File: src/rtl/two_stack_fifo_queue_defines.svh
// Assertion macros used by the two-stack queue top level.
`ifndef TWO_STACK_FIFO_QUEUE_DEFINES_SVH
`define TWO_STACK_FIFO_QUEUE_DEFINES_SVH

// Checked only while out of reset.
`define TSQ_ASSERT(lbl, prop, msg) \
  lbl: assert property (@(posedge clk) disable iff (!rst_n) prop) else $error(msg);

// Checked at every edge, reset included.
`define TSQ_ASSERT_ALWAYS(lbl, prop, msg) \
  lbl: assert property (@(posedge clk) prop) else $error(msg);

`endif

File: src/rtl/tsq_pkg.sv
// Shared constants and types for the two-stack queue.
`timescale 1ns / 1ps
package tsq_pkg;

  localparam int STACK_DEPTH = 512;
  localparam int ADDR_W      = $clog2(STACK_DEPTH);
  localparam int CNT_W       = $clog2(STACK_DEPTH + 1);
  localparam int DATA_W      = 32;
  localparam int CMD_W       = 2;
  localparam int STAT_W      = 2;

  // Stream beat widths, padded to whole bytes.
  localparam int IN_RAW_W    = CMD_W + DATA_W;
  localparam int IN_TDATA_W  = ((IN_RAW_W + 7) / 8) * 8;
  localparam int OUT_RAW_W   = DATA_W + STAT_W;
  localparam int OUT_TDATA_W = ((OUT_RAW_W + 7) / 8) * 8;
  localparam int OUT_PAD_W   = OUT_TDATA_W - OUT_RAW_W;

  typedef enum logic [CMD_W-1:0] {
    CMD_PUSH   = 2'd0,
    CMD_READ   = 2'd1,
    CMD_REMOVE = 2'd2
  } cmd_t;

  typedef enum logic [STAT_W-1:0] {
    ST_OK    = 2'd0,
    ST_FULL  = 2'd1,
    ST_EMPTY = 2'd2
  } status_t;

  typedef logic [CNT_W-1:0]  cnt_t;
  typedef logic [ADDR_W-1:0] addr_t;
  typedef logic [DATA_W-1:0] word_t;

endpackage

File: src/rtl/tsq_step_unit.sv
// Shared count step unit: one incrementer/decrementer for both stack counts.
`timescale 1ns / 1ps
module tsq_step_unit (
  input  tsq_pkg::cnt_t opnd,
  input  logic          inc,
  output tsq_pkg::cnt_t result
);
  import tsq_pkg::*;

  always_comb begin
    if (inc) begin
      result = opnd + cnt_t'(1);
    end else begin
      result = opnd - cnt_t'(1);
    end
  end

endmodule
File: config.mk
export PLATFORM = sky130hd
export DESIGN_NAME = tsq_step_unit
export DESIGN_NICKNAME = d
export VERILOG_FILES = /design/src/rtl/two_stack_fifo_queue_defines.svh /design/src/rtl/tsq_pkg.sv /design/src/rtl/tsq_step_unit.sv
export SDC_FILE = /design/constraint.sdc
export NUM_CORES = 1
export LEC_CHECK = 0
export ABC_AREA = 1
export BUFFER_PORTS_ARGS = -buffer_cell sky130_fd_sc_hd__buf_2
export CAP_MARGIN = 10
export CORE_AREA = 2 2 39 41
export DETAILED_ROUTE_END_ITERATION = 8
export DIE_AREA = 0 0 41 43
export PLACE_DENSITY_LB_ADDON = 0.05
export SLEW_MARGIN = 30
export SYNTH_ARGS = -nofsm -noshare
export SYNTH_HDL_FRONTEND = slang
export SYNTH_SLANG_ARGS = --single-unit
export TNS_END_PERCENT = 1
File: constraint.sdc
create_clock -name vclk -period 2.1
set_clock_uncertainty 0.2 [all_clocks]
set_input_delay 0.42 -clock vclk [all_inputs]
set_output_delay 0.42 -clock vclk [all_outputs]
set_load 0.01 [all_outputs]
==> results of run 1 <==
-- metal layers --
metal | routed length (um) | global-route usage [%] | vias to the layer above
li1 | - | - | 333
met1 | 594 | 22.86 | 265
met2 | 567 | 28.13 | 12
met3 | 43 | 0 | 0
met4 | 0 | 0 | 0
met5 | 0 | 0 | -
-- power groups by stage --
stage | clock, uW | combinational (uW) | sequential [uW]
after floorplan | 0 | 127 | 0
after global placement | 0 | 220 | 0
after detailed placement | 0 | 220 | 0
after CTS | 0 | 254 | 0
after global routing | 0 | 307 | 0
final | 0 | 272 | 0
-- what timing repair did --
action / 4_1_cts / 5_1_grt
setup buffers: 2 / 0
pin swaps: 8 / 6
setup endpoints to repair: 7 / 7
gates resized for setup: 20 / 10
-- Yosys cell counts --
cell type  count
nand4_1        1
inv_1         16
nor2_1         5
a21oi_1        4
o21ai_2        1
xnor2_1        2
nor2_2         1
nand3_1        6
fa_1           1
xor2_1         3
nand3_2        1
o21a_1         1
nand2_1       34
ha_1           8
-- how the worst max path moves through the flow --
stage,endpoint,depth (start not counted),from,slack (ns)
6_report,result[8],8,inc,-0.08
5_1_grt,result[8],9,inc,-0.16
4_1_cts,result[6],9,inc,-0.09
3_5_place_dp,result[7],11,inc,-0.27
3_3_place_gp,result[7],11,inc,-0.25
2_1_floorplan,result[7],8,inc,0.05
-- critical path, delay by kind of cell --
family                     cells  cell delay [ns]
adders and majority gates      1             0.37
AOI/OAI and AO/OA              1             0.21
and+or+nand+nor                3             0.22
buffers and inverters          3             0.35
-- stage by stage --
| stage | power [uW] | cells | util (%) |
|---|---|---|---|
| floorplan | 127.0 | 84 | - |
| global placement | 219.6 | 135 | 50.72 |
| detailed placement | 219.8 | 135 | 50.72 |
| CTS | 254.4 | 136 | 59.04 |
| global route | 306.9 | 136 | 63.02 |
| finish | 272.4 | 136 | 63.02 |
-- cells by family (layout without fill, tap and decap cells) --
family                   after synthesis  count (layout)  synth area share, %
AND/OR/NAND/NOR                       48              48                43.33
buffers and inverters                 16              52                13.08
adder cells (fa/ha/maj)                9               9                26.16
AO/OA/AOI/OAI                          6               6                7.903
XOR/XNOR                               5               5                9.539
-- area by class of cell --
| class | count | area [um^2] | share of cell area (%) |
|---|---|---|---|
| multi-input cells | 68 | 553.0 | 63.41 |
| well taps | 16 | 20.02 | 2.296 |
| inverters | 16 | 67.56 | 7.747 |
| repair buffers | 36 | 231.5 | 26.54 |
==> flow_summary.json, run 1 <==
{
  "maxCapViolCount": 0,
  "start_kind": "input port",
  "drive_gt1_share_pct": 50.00,
  "initial_core_util_pct": 33.18,
  "cp_cell_sequence": "buf_8 > buf_6 > fa_2 > o21ai_4 > nand2_2 > nand3_1 > nand2_1 > buf_2",
  "regArea_um2": 0,
  "post-route-worst-setup-slack_ns": -0.08043,
  "p_switching_uw": 134.0,
  "postLayoutCellArea_um2": 872.1,
  "finalCriticalPeriod_ns": 2.180,
  "wire_per_inst_um": 8.868,
  "syn-cell-area_um2": 459.2,
  "clock_buffers": 0,
  "worstSetupEndpointType": "output port",
  "pre_cts_ws_ns": -0.2691,
  "p_sw_share_pct": 49.19,
  "grt_pass1_vias": 558,
  "synthCells": 84,
  "coreArea_mm2": 0.001384,
  "insertedDiodeCount": 0,
  "antenna_found_initial": 0,
  "failed_checks": "setup timing",
  "n_fill_cell": 138,
  "path_class": "input port to output port",
  "num_vias": 610,
  "period_share_pct": 103.8,
  "routabilityCongestion": 0.7177,
  "fmax_mhz": 458.6,
  "wl_um": 1206,
  "leakagePower_uw": 0.0004741,
  "drt_iter0_markers": 9,
  "io_pins": 21,
  "synth_area_per_cell_um2": 5.467,
  "dieArea_mm2": 0.001763,
  "synth_seq_area_share_pct": 0,
  "routed_via_density": 4.485,
  "die_h_um": 43,
  "slowest_stage": "fa_2",
  "powerDensity_mw_per_mm2": 312.4,
  "finalMaxSlewViolations": 0,
  "dp_hpwl_um": 886.9,
  "ctsHoldBuffers": 0,
  "slew_headroom_pct": 87.92,
  "ant_nets": 0,
  "holdPathStages": 3,
  "worstMarginPinSlew_ns": 0.1799,
  "grt_pass1_wl_um": 2132,
  "die_x_um": 41,
  "final_common_cell": "nand2_1",
  "ir_drop_v": 0.0001540,
  "drc": 0,
  "setup_viol": 7,
  "syn_nets": 104,
  "yosys_warnings": 0,
  "synth_cell_types": 14,
  "final_cell_mix": "29 x nand2_1, 20 x buf_2, 14 x inv_1, 14 x buf_4, 8 x ha_4",
  "max_stage_delay_ns": 0.37,
  "hold_path.startpoint": "opnd[0]",
  "hold_viol": 0,
  "design.seq.count": 0,
  "placed_area_um2": 701.9,
  "p_seq_share_pct": 0,
  "p_int_uw": 138.4,
  "rsz0062_at_grt": "true",
  "dr.pass1.iters": 4,
  "track_usage_pct": 16.20,
  "synth_top_area_cell": "nand2_1",
  "yosys-top-cells-area": "nand2_1 28%, ha_1 22%, inv_1 13%, nand3_1 6.5%, xor2_1 5.7%",
  "outcome": "complete, but fails checks",
  "path_max_fanout": 3,
  "io_buffers": 21,
  "cp.arrival_ns": 1.56,
  "clockPowerShare_pct": 0,
  "worstHoldEndpoint": "result[0]",
  "overflow": 0,
  "timing.hold.ws_ns": 0.9034,
  "synth_top_area_share_pct": 27.79,
  "combPwrFrac_pct": 100.0,
  "required_ns": 1.48,
  "grt_max_degree": 9,
  "area_delta_synth_final_pct": 89.92,
  "worstHoldPathType": "input port to output port",
  "rows": 14,
  "fin_tns_setup_ns": -0.2903,
  "layout.nets": 142
}
Note: power is estimated with default switching activity, not from simulation.
==> run 2, diff against run 1 <==
--- a/config.mk
+++ b/config.mk
@@ -5,13 +5,12 @@
 export SDC_FILE = /design/constraint.sdc
 export NUM_CORES = 1
 export LEC_CHECK = 0
-export ABC_AREA = 1
 export BUFFER_PORTS_ARGS = -buffer_cell sky130_fd_sc_hd__buf_2
 export CAP_MARGIN = 10
 export CORE_AREA = 2 2 39 41
 export DETAILED_ROUTE_END_ITERATION = 8
 export DIE_AREA = 0 0 41 43
-export PLACE_DENSITY_LB_ADDON = 0.05
+export PLACE_DENSITY = 0.63
 export SLEW_MARGIN = 30
 export SYNTH_ARGS = -nofsm -noshare
 export SYNTH_HDL_FRONTEND = slang
==> run 2 against run 1 <==
  * The run still ends with setup timing left
  * Combinational power shrank 8.8%
  * First-iteration DRC count shrank 78%
  * Non-clock buffer count up 1
  * Sequential share of layout area is the same
  * Total power decreased by 9.0%
  * Synthesized area shrank 19%
  * Largest cell class unchanged
==> flow_summary.json, run 2 <==
{
  "synth_top_area_share_pct": 26.85,
  "leakagePower_uw": 0.0003446,
  "powerDensity_mw_per_mm2": 344.6,
  "routed_via_density": 4.767,
  "failed_checks": "setup timing",
  "insertedDiodeCount": 0,
  "p_switching_uw": 115.0,
  "dieArea_mm2": 0.001763,
  "cp_cell_sequence": "buf_8 > clkinvlp_4 > buf_6 > ha_4 > a21o_1 > a21o_1 > a221oi_2 > xnor2_1 > buf_2",
  "final_common_cell": "buf_2",
  "fin_tns_setup_ns": -1.885,
  "finalCriticalPeriod_ns": 2.486,
  "initial_core_util_pct": 26.94,
  "hold_viol": 0,
  "multi_input_area_um2": 434.2,
  "required_ns": 1.48,
  "pre_cts_ws_ns": -0.4951,
  "final_cell_mix": "20 x buf_2, 15 x buf_4, 8 x xnor2_1",
  "grt_max_degree": 6,
  "regArea_um2": 0,
  "dp_hpwl_um": 853,
  "syn_nets": 70,
  "clockPowerShare_pct": 0,
  "max_stage_delay_ns": 0.27,
  "ir_drop_v": 0.0001509,
  "ant_nets": 0,
  "maxCapViolCount": 0,
  "path_class": "input port to output port",
  "ys_top_cells_by_count": "8 x ha_1, 8 x xnor2_1, 6 x inv_1, 5 x nand3_1",
  "die_x_um": 41,
  "rsz0062_at_grt": "true",
  "placed_cells": 100,
  "fmax_mhz": 402.3,
  "postLayoutCellArea_um2": 719.4,
  "stdcell_count": 103,
  "track_usage_pct": 15.50,
  "antenna_found_initial": 0,
  "cp.arrival_ns": 1.87,
  "outcome": "complete, but fails checks",
  "overflow": 0,
  "synthCells": 50,
  "p_seq_share_pct": 0,
  "wire_per_inst_um": 11.02,
  "start_kind": "input port",
  "drc": 0,
  "io_buffers": 21,
  "io_pins": 21,
  "utilization_pct": 51.99,
  "p_sw_share_pct": 46.38,
  "critPathBufInv": 4,
  "num_vias": 491,
  "grt_pass1_vias": 503,
  "finalMaxSlewViolations": 0,
  "area_delta_synth_final_pct": 92.95,
  "combPwrFrac_pct": 100.0,
  "worstMarginPinSlew_ns": 0.2677,
  "design.seq.count": 0,
  "path_max_fanout": 4,
  "drive_gt1_share_pct": 56.32,
  "yosys-top-cells-area": "ha_1 27%, xnor2_1 19%, nand3_1 6.7%, inv_1 6.0%, a21oi_1 5.4%",
  "setup_viol": 7,
  "slew_headroom_pct": 82.08,
  "synth_seq_area_share_pct": 0,
  "placed_area_um2": 611.8,
  "coreArea_mm2": 0.001384,
  "synth_top_area_cell": "ha_1",
  "die_h_um": 43,
  "cp_common_cell": "a21o_1",
  "synth_cell_types": 17,
  "synth_area_per_cell_um2": 7.457,
  "post-route-worst-setup-slack_ns": -0.3857,
  "syn-cell-area_um2": 372.9,
  "n_fill_cell": 133,
  "worstSetupEndpointType": "output port",
  "layout.nets": 109,
  "routabilityCongestion": 0.7328,
  "worstHoldPathType": "input port to output port",
  "drt_iter0_markers": 2,
  "rows": 14,
  "yosys_warnings": 0,
  "period_share_pct": 118.4,
  "p_int_uw": 132.9,
  "dr.pass1.iters": 3,
  "slowest_stage": "a221oi_2",
  "wl_um": 1135,
  "path_delay_family": "compound AO/OA/AOI/OAI gates",
  "grt_pass1_wl_um": 2014,
  "clock_buffers": 0
}
run 2: routing by layer:
layer | global-route usage [%] | wire length, um | vias up
li1 | - | - | 254
met2 | 28.44 | 635 | 10
met3 | 0.5236 | 26 | 2
met1 | 18.41 | 457 | 225
met4 | 3.333 | 16 | 0
met5 | 0 | 0 | -
run 2: area by class of cell:
cell class                      instances  share of cell area, %
Inverter                                6                  3.652
Multi-Input combinational cell         44                  60.35
Tap cell                               16                  2.783
Timing Repair Buffer                   37                  33.22
run 2: path summary, 6_finish.rpt:
| path | slack [ns] | cells after the start | to | start |
|---|---|---|---|---|
| max | -0.39 | 9 | result[8] | inc |
| min | 0.92 | 3 | result[0] | opnd[0] |
run 2: timing repair:
action | 4_1_cts | 5_1_grt
pin swaps | 8 | 0
hold buffers | 0 | 0
buffers inserted | 3 | 0
resized for setup | 13 | 1
setup endpoints to repair | 8 | 7
run 2: tightest hold or removal path, stage by stage:
cell and delay [ns]:
buf_2 0.09, inv_1 0.06, buf_2 0.14
run 2: logic make-up (layout without fill, tap and decap cells):
| family | count (synthesis) | after routing | share of synthesized area, % |
|---|---|---|---|
| compound gates | 13 | 13 | 24.49 |
| simple gates | 13 | 13 | 16.11 |
| fa+ha+maj | 9 | 9 | 32.22 |
| xor+xnor | 9 | 9 | 21.14 |
| buf+inv | 6 | 43 | 6.040 |
run 2: power groups by stage:
stage	Clock, uW	Combinational (uW)	Sequential [uW]
final	0	248	0
after detailed placement	0	216	0
after global routing	0	273	0
after global placement	0	215	0
after floorplan	0	127	0
after CTS	0	245	0
run 2: per-stage QoR:
| stage | total power [uW] | hold WS [ns] |
|---|---|---|
| floorplan | 126.7 | 0.7052 |
| global placement | 214.6 | 0.9157 |
| detailed placement | 216.0 | 0.9192 |
| CTS | 245.2 | 0.9258 |
| global route | 273.2 | 0.9509 |
| finish | 247.9 | 0.9207 |
